<file path="config.mk">
export PLATFORM = sky130hd
export DESIGN_NAME = dpv_staircase_pulse_dac_generator_unit_flat
export DESIGN_NICKNAME = d
export VERILOG_FILES = /design/src/sv/dpv_sp_pkg.sv /design/src/sv/dpv_sp_if.sv /design/src/sv/dpv_sp_cfg.sv /design/src/sv/dpv_sp_vbias.sv /design/src/sv/dpv_staircase_pulse_dac_generator_unit.sv /design/src/flat_wrapper.sv
export SDC_FILE = /design/constraint.sdc
export NUM_CORES = 1
export LEC_CHECK = 0
export BUFFER_PORTS_ARGS = -buffer_cell sky130_fd_sc_hd__buf_2
export CELL_PAD_IN_SITES_DETAIL_PLACEMENT = 1
export CELL_PAD_IN_SITES_GLOBAL_PLACEMENT = 1
export CORE_UTILIZATION = 40
export CTS_CLUSTER_DIAMETER = 150
export DETAILED_ROUTE_END_ITERATION = 6
export PLACE_DENSITY = 0.71
export SLEW_MARGIN = 20
export SYNTH_ARGS = -nofsm -noshare
export SYNTH_HDL_FRONTEND = slang
export SYNTH_SLANG_ARGS = --single-unit
</file>
<file path="constraint.sdc">
create_clock -name clk -period 13.7 [get_ports clk]
set_clock_uncertainty 0.1 [all_clocks]
set_input_delay 1.37 -clock clk [delete_from_list [all_inputs] [get_ports clk]]
set_output_delay 1.37 -clock clk [all_outputs]
set_load 0.05 [all_outputs]
</file>
<file path="src/sv/dpv_sp_pkg.sv">
// ---------------------------------------------------------------------------
// dpv_sp_pkg
// Shared types and constants for the staircase pulse DAC word generator.
// ---------------------------------------------------------------------------
package dpv_sp_pkg;

	localparam int unsigned MaxSteps = 4096;
	localparam int unsigned FracBits = 8;
	localparam int unsigned CountW   = 13;
	localparam int unsigned StepW    = 16;
	localparam int unsigned StartW   = 21;
	localparam int unsigned PulseW   = 19;
	localparam int unsigned VzW      = 7;
	localparam int unsigned VzCodeW  = 6;
	localparam int unsigned VbiasW   = 12;
	localparam int unsigned BaseW    = 30;
	localparam int unsigned LevelW   = 31;
	localparam int unsigned DacW     = VzCodeW + VbiasW;
	localparam int unsigned CfgIdxW  = 3;
	localparam int unsigned CfgDataW = 21;

	localparam logic [VbiasW-1:0]  VbiasMax = VbiasW'(4095);
	localparam logic [VzCodeW-1:0] VzMax    = VzCodeW'(63);

	// configuration register indexes
	localparam logic [CfgIdxW-1:0] CFG_START_CODE   = 3'd0;
	localparam logic [CfgIdxW-1:0] CFG_STEP_CODE    = 3'd1;
	localparam logic [CfgIdxW-1:0] CFG_PULSE_CODE   = 3'd2;
	localparam logic [CfgIdxW-1:0] CFG_VZERO_START  = 3'd3;
	localparam logic [CfgIdxW-1:0] CFG_VZERO_PEAK   = 3'd4;
	localparam logic [CfgIdxW-1:0] CFG_STEP_COUNT   = 3'd5;

	typedef enum logic [1:0] {
		PH_INIT,
		PH_FIRST,
		PH_SECOND,
		PH_STOP
	} ramp_phase_t;

	typedef struct packed {
		logic signed [StartW-1:0] start_code;
		logic [StepW-1:0]         step_code;
		logic signed [PulseW-1:0] pulse_code;
		logic [VzW-1:0]           vzero_start_code;
		logic [VzW-1:0]           vzero_peak_code;
		logic [CountW-1:0]        step_count;
	} cfg_t;

endpackage

</file>
<file path="src/sv/dpv_sp_if.sv">
// ---------------------------------------------------------------------------
// dpv_sp_if
// Valid/ready channels for request items and DAC word items.
// ---------------------------------------------------------------------------
interface dpv_sp_in_if;
	logic valid;
	logic ready;
	logic pulse_phase;

	modport source (output valid, output pulse_phase, input ready);
	modport sink (input valid, input pulse_phase, output ready);
endinterface

interface dpv_sp_out_if;
	logic        valid;
	logic        ready;
	logic [17:0] dac_word;
	logic [5:0]  vzero_code;
	logic [11:0] vbias_code;
	logic [12:0] step_index;

	modport source (output valid, output dac_word, output vzero_code, output vbias_code,
		output step_index, input ready);
	modport sink (input valid, input dac_word, input vzero_code, input vbias_code,
		input step_index, output ready);
endinterface

</file>
<file path="src/sv/dpv_sp_cfg.sv">
// ---------------------------------------------------------------------------
// dpv_sp_cfg
// Configuration register file with write port and reset defaults.
// ---------------------------------------------------------------------------
module dpv_sp_cfg
	import dpv_sp_pkg::*;
(
	input  logic                clk,
	input  logic                arst_n,
	input  logic                cfg_we,
	input  logic [CfgIdxW-1:0]  cfg_index,
	input  logic [CfgDataW-1:0] cfg_data,
	output cfg_t                cfg
);

	cfg_t cfg_q;

	always_ff @(posedge clk or negedge arst_n) begin
		if (!arst_n) begin
			cfg_q.start_code       <= '0;
			cfg_q.step_code        <= StepW'(2383);
			cfg_q.pulse_code       <= PulseW'(23831);
			cfg_q.vzero_start_code <= VzW'(32);
			cfg_q.vzero_peak_code  <= VzW'(32);
			cfg_q.step_count       <= CountW'(121);
		end else if (cfg_we) begin
			unique case (cfg_index)
				CFG_START_CODE:  cfg_q.start_code       <= cfg_data[StartW-1:0];
				CFG_STEP_CODE:   cfg_q.step_code        <= cfg_data[StepW-1:0];
				CFG_PULSE_CODE:  cfg_q.pulse_code       <= cfg_data[PulseW-1:0];
				CFG_VZERO_START: cfg_q.vzero_start_code <= cfg_data[VzW-1:0];
				CFG_VZERO_PEAK:  cfg_q.vzero_peak_code  <= cfg_data[VzW-1:0];
				CFG_STEP_COUNT:  cfg_q.step_count       <= cfg_data[CountW-1:0];
				default: ;
			endcase
		end
	end

	assign cfg = cfg_q;

endmodule

</file>
<file path="src/sv/dpv_sp_vbias.sv">
// ---------------------------------------------------------------------------
// dpv_sp_vbias
// Converts a fixed-point level and vzero code into the VBIAS and VZERO codes.
// ---------------------------------------------------------------------------
module dpv_sp_vbias
	import dpv_sp_pkg::*;
(
	input  logic signed [LevelW-1:0] level,
	input  logic [VzW-1:0]           vzero,
	output logic [VbiasW-1:0]        vbias_code,
	output logic [VzCodeW-1:0]       vzero_code
);

	localparam int unsigned SumW = LevelW + 1;
	localparam int unsigned FlW  = SumW - 1 - FracBits;

	logic signed [SumW-1:0] sum;
	logic [FlW-1:0]         fl;
	logic [FlW-1:0]         vz64;
	logic                   dec;
	logic [FlW-1:0]         val;

	always_comb begin
		// vzero * 64 in fixed point is vzero shifted by 6 + frac bits
		sum  = {level[LevelW-1], level}
			+ $signed(SumW'({vzero, {(6 + FracBits){1'b0}}}));
		fl   = sum[SumW-2:FracBits];
		vz64 = FlW'({vzero, 6'b0});
		dec  = fl < vz64;
		val  = fl - FlW'(dec);
		if (sum[SumW-1] || (dec && fl == '0)) begin
			vbias_code = '0;
		end else if (val > FlW'(VbiasMax)) begin
			vbias_code = VbiasMax;
		end else begin
			vbias_code = val[VbiasW-1:0];
		end
		vzero_code = vzero[VzW-1] ? VzMax : vzero[VzCodeW-1:0];
	end

endmodule

</file>
<file path="src/sv/dpv_staircase_pulse_dac_generator_unit.sv">
// ---------------------------------------------------------------------------
// dpv_staircase_pulse_dac_generator_unit
// Staircase and pulse DAC word generator for differential pulse voltammetry.
// ---------------------------------------------------------------------------
// usage:
//   each item on in asks for one DAC word: pulse_phase 0 builds a baseline
//   word and advances the staircase, pulse_phase 1 adds the pulse height to
//   the last base. each accepted item gives one item on out, unless the sweep
//   has finished, in which case nothing is emitted.
//   registers are written through cfg_we / cfg_index / cfg_data while idle.
// timing:
//   one item per cycle sustained while out is taken. an accepted request is
//   held in the stage register, then in the output register that drives out:
//   the ramp state update and base multiply-add sit before the stage register,
//   the vbias floor and clamp before the output register.
// reset:
//   arst_n puts the ramp into its initialise state, clears position and base,
//   and loads default register values.
// stalls:
//   when out is not taken the output and stage registers hold; in.ready drops
//   only once both are full, so one more item is accepted behind a waiting one.
// ---------------------------------------------------------------------------
module dpv_staircase_pulse_dac_generator_unit
	import dpv_sp_pkg::*;
(
	input  logic                clk,
	input  logic                arst_n,
	dpv_sp_in_if.sink           in,
	dpv_sp_out_if.source        out,
	input  logic                cfg_we,
	input  logic [CfgIdxW-1:0]  cfg_index,
	input  logic [CfgDataW-1:0] cfg_data
);

	localparam int unsigned ProdW = CountW + StepW;

	cfg_t cfg;

	dpv_sp_cfg u_cfg (
		.clk       (clk),
		.arst_n    (arst_n),
		.cfg_we    (cfg_we),
		.cfg_index (cfg_index),
		.cfg_data  (cfg_data),
		.cfg       (cfg)
	);

	// ramp state
	ramp_phase_t              ph_q, ph_mid;
	logic [CountW-1:0]        pos_q, pos_mid, pos_nxt;
	logic signed [BaseW-1:0]  base_q, base_new, base_use;
	logic [VzW-1:0]           vz_q, vz_mid;

	logic [CountW-1:0]        count, half;
	logic                     emit, advance;
	logic [ProdW-1:0]         prod;
	logic signed [LevelW-1:0] base_raw, level;

	// pipeline
	logic                     valid_s1;
	logic signed [LevelW-1:0] level_s1;
	logic [VzW-1:0]           vz_s1;
	logic [CountW-1:0]        step_s1;

	logic                     out_valid_q;
	logic [VbiasW-1:0]        vbias_q;
	logic [VzCodeW-1:0]       vzcode_q;
	logic [CountW-1:0]        step_q;
	logic [VbiasW-1:0]        vbias_c;
	logic [VzCodeW-1:0]       vzcode_c;

	logic out_load_ok, adv_s1, acc;

	assign count = (cfg.step_count > CountW'(MaxSteps)) ? CountW'(MaxSteps) : cfg.step_count;
	assign half  = count >> 1;

	// next ramp phase
	always_comb begin
		ph_mid  = ph_q;
		pos_mid = pos_q;
		vz_mid  = vz_q;
		unique case (ph_q)
			PH_INIT: begin
				ph_mid  = PH_FIRST;
				pos_mid = '0;
				vz_mid  = cfg.vzero_start_code;
			end
			PH_FIRST: begin
				if (pos_q >= half) begin
					ph_mid = PH_SECOND;
					vz_mid = cfg.vzero_peak_code;
				end
			end
			PH_SECOND: begin
				if (pos_q >= count) begin
					ph_mid = PH_STOP;
				end
			end
			default: ;
		endcase
	end

	// ramp outputs: base and level for this item
	always_comb begin
		emit     = ph_mid != PH_STOP;
		advance  = emit && !in.pulse_phase;
		prod     = ProdW'(pos_mid) * ProdW'(cfg.step_code);
		base_raw = $signed({{(LevelW - ProdW){1'b0}}, prod})
			+ $signed({{(LevelW - StartW){cfg.start_code[StartW-1]}}, cfg.start_code});
		// saturate to the base range
		if (base_raw[LevelW-1] != base_raw[LevelW-2]) begin
			base_new = {base_raw[LevelW-1], {(BaseW - 1){~base_raw[LevelW-1]}}};
		end else begin
			base_new = base_raw[BaseW-1:0];
		end
		base_use = advance ? base_new : base_q;
		pos_nxt  = advance ? pos_mid + CountW'(1) : pos_mid;
		level    = {base_use[BaseW-1], base_use};
		if (in.pulse_phase) begin
			level = level
				+ $signed({{(LevelW - PulseW){cfg.pulse_code[PulseW-1]}}, cfg.pulse_code});
		end
	end

	assign out_load_ok = !out_valid_q || out.ready;
	assign adv_s1      = valid_s1 && out_load_ok;
	assign in.ready    = !valid_s1 || out_load_ok;
	assign acc         = in.valid && in.ready;

	always_ff @(posedge clk or negedge arst_n) begin
		if (!arst_n) begin
			ph_q   <= PH_INIT;
			pos_q  <= '0;
			base_q <= '0;
			vz_q   <= '0;
		end else if (acc) begin
			ph_q   <= ph_mid;
			pos_q  <= pos_nxt;
			base_q <= base_use;
			vz_q   <= vz_mid;
		end
	end

	always_ff @(posedge clk or negedge arst_n) begin
		if (!arst_n) begin
			valid_s1 <= 1'b0;
		end else if (acc) begin
			valid_s1 <= emit;
		end else if (adv_s1) begin
			valid_s1 <= 1'b0;
		end
	end

	always_ff @(posedge clk) begin
		if (acc) begin
			level_s1 <= level;
			vz_s1    <= vz_mid;
			step_s1  <= pos_nxt;
		end
	end

	dpv_sp_vbias u_vbias (
		.level      (level_s1),
		.vzero      (vz_s1),
		.vbias_code (vbias_c),
		.vzero_code (vzcode_c)
	);

	always_ff @(posedge clk or negedge arst_n) begin
		if (!arst_n) begin
			out_valid_q <= 1'b0;
		end else if (adv_s1) begin
			out_valid_q <= 1'b1;
		end else if (out.ready) begin
			out_valid_q <= 1'b0;
		end
	end

	always_ff @(posedge clk) begin
		if (adv_s1) begin
			vbias_q  <= vbias_c;
			vzcode_q <= vzcode_c;
			step_q   <= step_s1;
		end
	end

	assign out.valid      = out_valid_q;
	assign out.vbias_code = vbias_q;
	assign out.vzero_code = vzcode_q;
	assign out.dac_word   = {vzcode_q, vbias_q};
	assign out.step_index = step_q;

endmodule
</file>
<file path="src/flat_wrapper.sv">
// flat-port wrapper written by rule: the top's interface ports become plain ports
module dpv_staircase_pulse_dac_generator_unit_flat import dpv_sp_pkg::*;
  (clk, arst_n, cfg_we, cfg_index, cfg_data, in_valid, in_pulse_phase, in_ready, out_valid, out_dac_word, out_vzero_code, out_vbias_code, out_step_index, out_ready);
  dpv_sp_in_if in_i ();
  dpv_sp_out_if out_i ();
  input  logic clk;
  input  logic arst_n;
  input  logic cfg_we;
  input  logic [CfgIdxW-1:0] cfg_index;
  input  logic [CfgDataW-1:0] cfg_data;
  input wire logic [$bits(in_i.valid)-1:0] in_valid;
  input wire logic [$bits(in_i.pulse_phase)-1:0] in_pulse_phase;
  output wire logic [$bits(in_i.ready)-1:0] in_ready;
  output wire logic [$bits(out_i.valid)-1:0] out_valid;
  output wire logic [$bits(out_i.dac_word)-1:0] out_dac_word;
  output wire logic [$bits(out_i.vzero_code)-1:0] out_vzero_code;
  output wire logic [$bits(out_i.vbias_code)-1:0] out_vbias_code;
  output wire logic [$bits(out_i.step_index)-1:0] out_step_index;
  input wire logic [$bits(out_i.ready)-1:0] out_ready;
  assign in_i.valid = in_valid;
  assign in_i.pulse_phase = in_pulse_phase;
  assign in_ready = in_i.ready;
  assign out_valid = out_i.valid;
  assign out_dac_word = out_i.dac_word;
  assign out_vzero_code = out_i.vzero_code;
  assign out_vbias_code = out_i.vbias_code;
  assign out_step_index = out_i.step_index;
  assign out_i.ready = out_ready;
  dpv_staircase_pulse_dac_generator_unit u_core (.clk(clk), .arst_n(arst_n), .in(in_i), .out(out_i), .cfg_we(cfg_we), .cfg_index(cfg_index), .cfg_data(cfg_data));
endmodule
</file>
---- Word-level counts from Yosys, hierarchy flattened ----
Cells that the tools add are included.
word-level totals
  bits in read-only memories .............. 0
  output and inout bits ................... 51
  memory bits (writable) .................. 0
  latch bits .............................. 0
  memories kept ........................... 0
  word-level logic and storage cells ...... 76
  register bits ........................... 219
  bits of input ports ..................... 30
cells by class
  order comparisons ....................... 5
  div/mod/pow operators ................... 0
  $add $sub $neg .......................... 5
  multiplexer cells ....................... 16
  eq/ne operators ......................... 9
  reduce and logical (&&, ||, !) cells .... 21
  bitwise gates (word level) .............. 1
  $mul .................................... 1
  shift-type cells ........................ 0
operator list
  kind                     number
  $mux W30                 2
  $mux W13                 3
  $add A31 B22 Y32         1
  $add A30 B19 Y31         1
  $add A30 B21 Y31         1
  $mux W31                 1
  $mul A13 B16 Y29         1
  $gt A23 B12 Y1 const B   1
  $logic_not A23 Y1        1
  $lt A23 B13 Y1           1
  $sub A23 B1 Y23          1
  $pmux W7 S2              1
  $add A13 B1 Y13 const B  1
  $ge A13 B12 Y1           1
  $ge A13 B13 Y1           1
  $gt A13 B13 Y1 const B   1
  $mux W12                 1
  $reduce_and A2 Y1        6
  $mux W7                  1
  $eq A3 B2 Y1 const B     2
  $eq A3 B3 Y1 const B     2
  $pmux W2 S3              1
  $logic_and A1 B1 Y1      4
  $mux W1                  4
  12 further kinds         18

---- Depth between registers and ports, before layout ----
  word-level depth ........................ 10
  gate-level depth with buffers ........... 54
  mapped depth without buffers ............ 50

---- By module ----
From an unflattened synthesis, not the netlist that was laid out.
second synthesis, totals
  cell total of the unflattened synthesis .. 2224
  area, all modules ....................... 21075.2 µm²
by module, submodules not included
  module                                  cells each  area an instance (µm²)  instances  sequential area each (µm²)
  dpv_staircase_pulse_dac_generator_unit  1870        16625.9                 1          3813.7
  dpv_sp_cfg                              180         3156.8                  1          2105.8
  dpv_sp_vbias                            174         1292.5                  1          0.0

---- Worst setup path before layout ----
No wires, ideal clock.
  kind .................................... reg2reg
  start point ............................. register u_core.ph_q[1]
  end point ............................... register u_core.level_s1[24] (data pin)
  period minus slack after synthesis ...... 11663 ps
  cell stages (with the launch flop) ...... 50
  arrival time ............................ 11304 ps
  required time ........................... 13341 ps
  setup time .............................. 259 ps
  buffers on the path ..................... 7
  path slack .............................. 2037 ps
  cell sequence ........................... dfrtp_1 > or2_2 > clkbuf_1 > clkbuf_1 > clkbuf_1 > clkbuf_1 > and3_1 > fa_1 > inv_1 > fa_1 > inv_1 > fa_1 > fa_1 > inv_1 > fa_1 > inv_1 > ha_1 > a211o_1 > (+14 left out) > nor2_1 > ha_1 > buf_2 > clkinv_1 > clkbuf_1 > nand3_1 > a31oi_1 > ha_1 > a21o_1 > a21o_1 > a2111o_1 > o211ai_1 > a21boi_0 > a31oi_1 > a21oi_1 > nor3_4 > mux2_1 > a211o_1
on the way
  longest elaborated chain between the ends .. 9
  elaborated cells between the ends (all ways) .. 17
  those cells by class .................... 2 x add/sub; 1 x mul; 4 x eq/ne; 7 x mux; 1 x bitwise; 2 x reduce/logical
RTL lines
  item                                               line                                                                                          RTL
  start, declared                                    dpv_staircase_pulse_dac_generator_unit.sv:49                                                  ramp_phase_t ph_q, ph_mid;
  start signal, assigned                             dpv_staircase_pulse_dac_generator_unit.sv:137                                                 ph_q <= ph_mid;
  $logic_not A2 Y1                                   dpv_staircase_pulse_dac_generator_unit.sv:82                                                  unique case (ph_q)
  $mux W13                                           dpv_staircase_pulse_dac_generator_unit.sv:82
  $mul A13 B16 Y29                                   dpv_staircase_pulse_dac_generator_unit.sv:107                                                 prod = ProdW'(pos_mid) * ProdW'(cfg.step_code);
  $add A30 B21 Y31                                   dpv_staircase_pulse_dac_generator_unit.sv:109                                                 + $signed({{(LevelW - StartW){cfg.start_code[StartW-1]}}, cfg.start_code});
  $ne A1 B1 Y1 / $not A1 Y1 (equally long branches)  dpv_staircase_pulse_dac_generator_unit.sv:111, dpv_staircase_pulse_dac_generator_unit.sv:112
  $mux W30                                           dpv_staircase_pulse_dac_generator_unit.sv:111                                                 if (base_raw[LevelW-1] != base_raw[LevelW-2]) begin
  $mux W30 *                                         dpv_staircase_pulse_dac_generator_unit.sv:116                                                 base_use = advance ? base_new : base_q;
  net u_core.base_use[5]                             dpv_staircase_pulse_dac_generator_unit.sv:51                                                  logic signed [BaseW-1:0] base_q, base_new, base_use;
  $add A30 B19 Y31 *                                 dpv_staircase_pulse_dac_generator_unit.sv:121                                                 + $signed({{(LevelW - PulseW){cfg.pulse_code[PulseW-1]}}, cfg.pulse_code});
  $mux W31 *                                         dpv_staircase_pulse_dac_generator_unit.sv:119                                                 if (in.pulse_phase) begin
  net u_core.level[24]                               dpv_staircase_pulse_dac_generator_unit.sv:57                                                  logic signed [LevelW-1:0] base_raw, level;
  end signal, assigned                               dpv_staircase_pulse_dac_generator_unit.sv:156                                                 level_s1 <= level;
  end, declared                                      dpv_staircase_pulse_dac_generator_unit.sv:61                                                  logic signed [LevelW-1:0] level_s1;
The timed path passes the listed nets; every way through them passes the cells marked *.
A chain may end at the register's enable or synchronous reset.

---- Final worst setup path ----
  start point ............................. register u_core.ph_q[1]
  end point ............................... register u_core.level_s1[17] (data pin)
Same word-level chain as after synthesis.

==> impl_results.md <==
- Status: completed
- Crit path arrival time: 13.17 ns
- Via count: 16300
- Post-synthesis cell area: 20500 µm²
- Crit-path most repeated cell: fa_1
- Vias per cell: 5.61
- Clk_lat worst skew: 0.56 ns
- Post-Route WL: 61.2 mm
- Final Max Tran Viols: 0
- Port-buffer cells: 80
- Hold Slack: 0.320 ns
- Layout area overhead: 9.45%
- H-Tree Depth: 1
- GP Congestion: 0.866
- Post-cts sizing count: 0
- Fin crit period: 12.98 ns
- GRT met2 Usage: 0.404
- Tot GR Track Use: 0.238
- Synth Register Bits: 211
- Hold_buf cts: 0
- Drc violations: 0
- Asr flop ratio synth: 0.649
- Final net count: 2578
- Core area: 50400 µm²
- Initial Util: 0.407
- Clk sink count: 211
- Final setup fails: 0
- Die width: 228 µm
- Period utilization: 0.947
- Max Fclk: 0.0771 GHz
- Worst Hold Class: reg2reg
- Global Route met3 Usage: 0.0226
- GRT busiest layer: met2
- Reg2reg start: u_core.ph_q[1]$_DFFE_PN0P_
- Number of I/O pins: 81
- Iter 0 DRT Violations: 1001
- Max_cap viols: 0
- Path depth of the worst reg2reg path: 45
- Final core utilization: 0.446
- Register-to-register setup slack: 0.72 ns
- Layout cell share with drive strength beyond 1: 0.145
- Max Buffers Root-to-Sink: 3
- Req. time, crit path: 13.89 ns
- Synthesized Nets: 2548
- CP Launch Type: register
- Hold-critical path depth: 0
- Reg-to-reg endpoint: u_core.level_s1[17]$_DFFE_PP_
- Worst-Margin Slew: 0.995 ns
- Mapped Cells: 2184
- Number of global-route vias before repair: 17700
- Primary FF master, synth: dfrtp_1
- Synth Warn #: 0
- Max incr delay on CP: 0.56 ns
- Worst-path maximum fanout: 24
- Rel. slew slack: 0.331
- Kind of critical path: reg2reg
- DR WL/cell: 21.0 µm
- Cell variety after synth: 90
- Final HPWL DP: 46.6 mm
- Sequential fraction of the synthesis area: 0.277
- DIE AREA: 52200 µm²
- Final Hold Viols: 0
- Initial antenna violation count: 5
- Cell at the slowest stage of the critical path: fa_1
- Met1 Use GR: 0.324
- DR pass1 iterations: 5
- Largest net degree at the start of global routing: 91
- Setup TNS Final: 0 ns
- Mean Syn Cell Area: 9.39 µm²
- Post-CTS Setup Bufs: 0
- Rows: 82
- CTS clock-pin slew for the worst setup and hold paths: 0.06 ns
- CTS tree: yes
- First-pass GRT wire length: 98.7 mm
- Global route overflow: 0
- Number of flops mapped to enable cells by yosys: 74
- Chip height: 228 µm
- Worst Hold Launch: u_core.step_s1[12]$_DFFE_PP_
- Antenna Nets Post-Route: 0
- Root buf cell: clkbuf_16
- Total CTS buffers: 26
- Worst hold endpoint: u_core.out.step_index[12]$_DFFE_PP_
- Worst Setup End Kind: register
[synthesized netlist by cell type, types with 34 or more instances]
library cell,count,share of area
inv_1,276,0.051
nand2_1,260,0.048
ha_1,178,0.11
fa_1,156,0.15
and3_1,118,0.036
dfrtp_1,114,0.14
mux2_2,111,0.061
a21oi_1,97,0.024
nor2_1,92,0.017
clkbuf_1,82,0.015
o21ai_0,75,0.018
edfxtp_1,74,0.11
xnor2_1,61,0.026
a21o_1,41,0.015
nand3_1,34,0.0083
[cells by family (layout without fill, tap and decap cells)]
group,after synthesis,count (layout),share of synthesized area
adder cells (fa/ha/maj),334,334,0.261
flip-flops,211,211,0.277
other,0,2,0
AND/OR/NAND/NOR,661,662,0.159
XOR/XNOR,87,87,0.0372
multiplexers,118,118,0.0644
AO/OA/AOI/OAI,387,387,0.127
buffers and inverters,386,435,0.0744
[per-layer routing]
layer | vias up | routed length (µm)
li1 | 7543 | -
met1 | 8324 | 27800
met2 | 358 | 29300
met3 | 92 | 2550
met4 | 0 | 1520
met5 | - | 0
[placed cells by master, fill, tap and decap left out, types with 79 or more instances in the layout]
cell type / count
and3_1: 118
nor2_1: 90
nand2_1: 260
fa_1: 156
mux2_2: 111
inv_1: 275
ha_1: 178
a21oi_1: 97
buf_2: 79
dfrtp_1: 112
[through the flow]
step,std cells,setup WS (ns),area (µm²)
after detailed placement,2857,0.337,21500
after floorplan,2184,2.04,20500
final,2908,0.722,22400
after global placement,2857,0.747,21500
after CTS,2905,0.260,22400
after global routing,2906,-0.00578,22400
[registers in the layout, indices dropped and copies added, names as in the netlist]
name                   count
u_core.out.step_index     13
u_core.vz_q                7
u_core.pos_q              13
u_core.base_q             30
u_core.vz_s1               7
u_core.out.vzero_code      6
u_core.step_s1            13
u_core.u_cfg.cfg          83
u_core.out.vbias_code     12
u_core.level_s1           23
u_core.ph_q                2
u_core.out.valid           1
u_core.valid_s1            1
[how the worst max path moves through the flow]
stage	depth (start not counted)	end	slack, ns	start
global placement	45	u_core.level_s1[17]$_DFFE_PP_	0.75	u_core.ph_q[1]$_DFFE_PN0P_
CTS	44	u_core.level_s1[17]$_DFFE_PP_	0.26	u_core.ph_q[1]$_DFFE_PN0P_
finish	45	u_core.level_s1[17]$_DFFE_PP_	0.72	u_core.ph_q[1]$_DFFE_PN0P_
floorplan	49	u_core.level_s1[24]$_DFFE_PP_	2.04	u_core.ph_q[1]$_DFFE_PN0P_
global route	45	u_core.level_s1[17]$_DFFE_PP_	-0.006	u_core.ph_q[1]$_DFFE_PN0P_
detailed placement	44	u_core.level_s1[17]$_DFFE_PP_	0.34	u_core.ph_q[1]$_DFFE_PN0P_
[worst max-delay path, delay by kind of cell (launching register included)]
kind / cells / cell delay [ns]
buffers and inverters: 5 / 0.47
DFF: 1 / 0.54
xor gates and xnor gates: 1 / 0.16
AOI/OAI and AO/OA: 16 / 3.67
and+or+nand+nor: 14 / 3.72
adders and majority gates: 9 / 4.00
[final cells by class]
class                   instances  area, µm²
fillers                      5774      27900
multi-input cells            1588      13300
flip-flops and latches        211       5680
inverters                     277       1040
well taps                     672        841
clock buffers                  32        693
repair buffers                110        632
clock inverters                16        209
diodes                          2       5.00
Power is not shown: default switching activity piles up to over one toggle a cycle in this logic, so the estimate is an artifact.
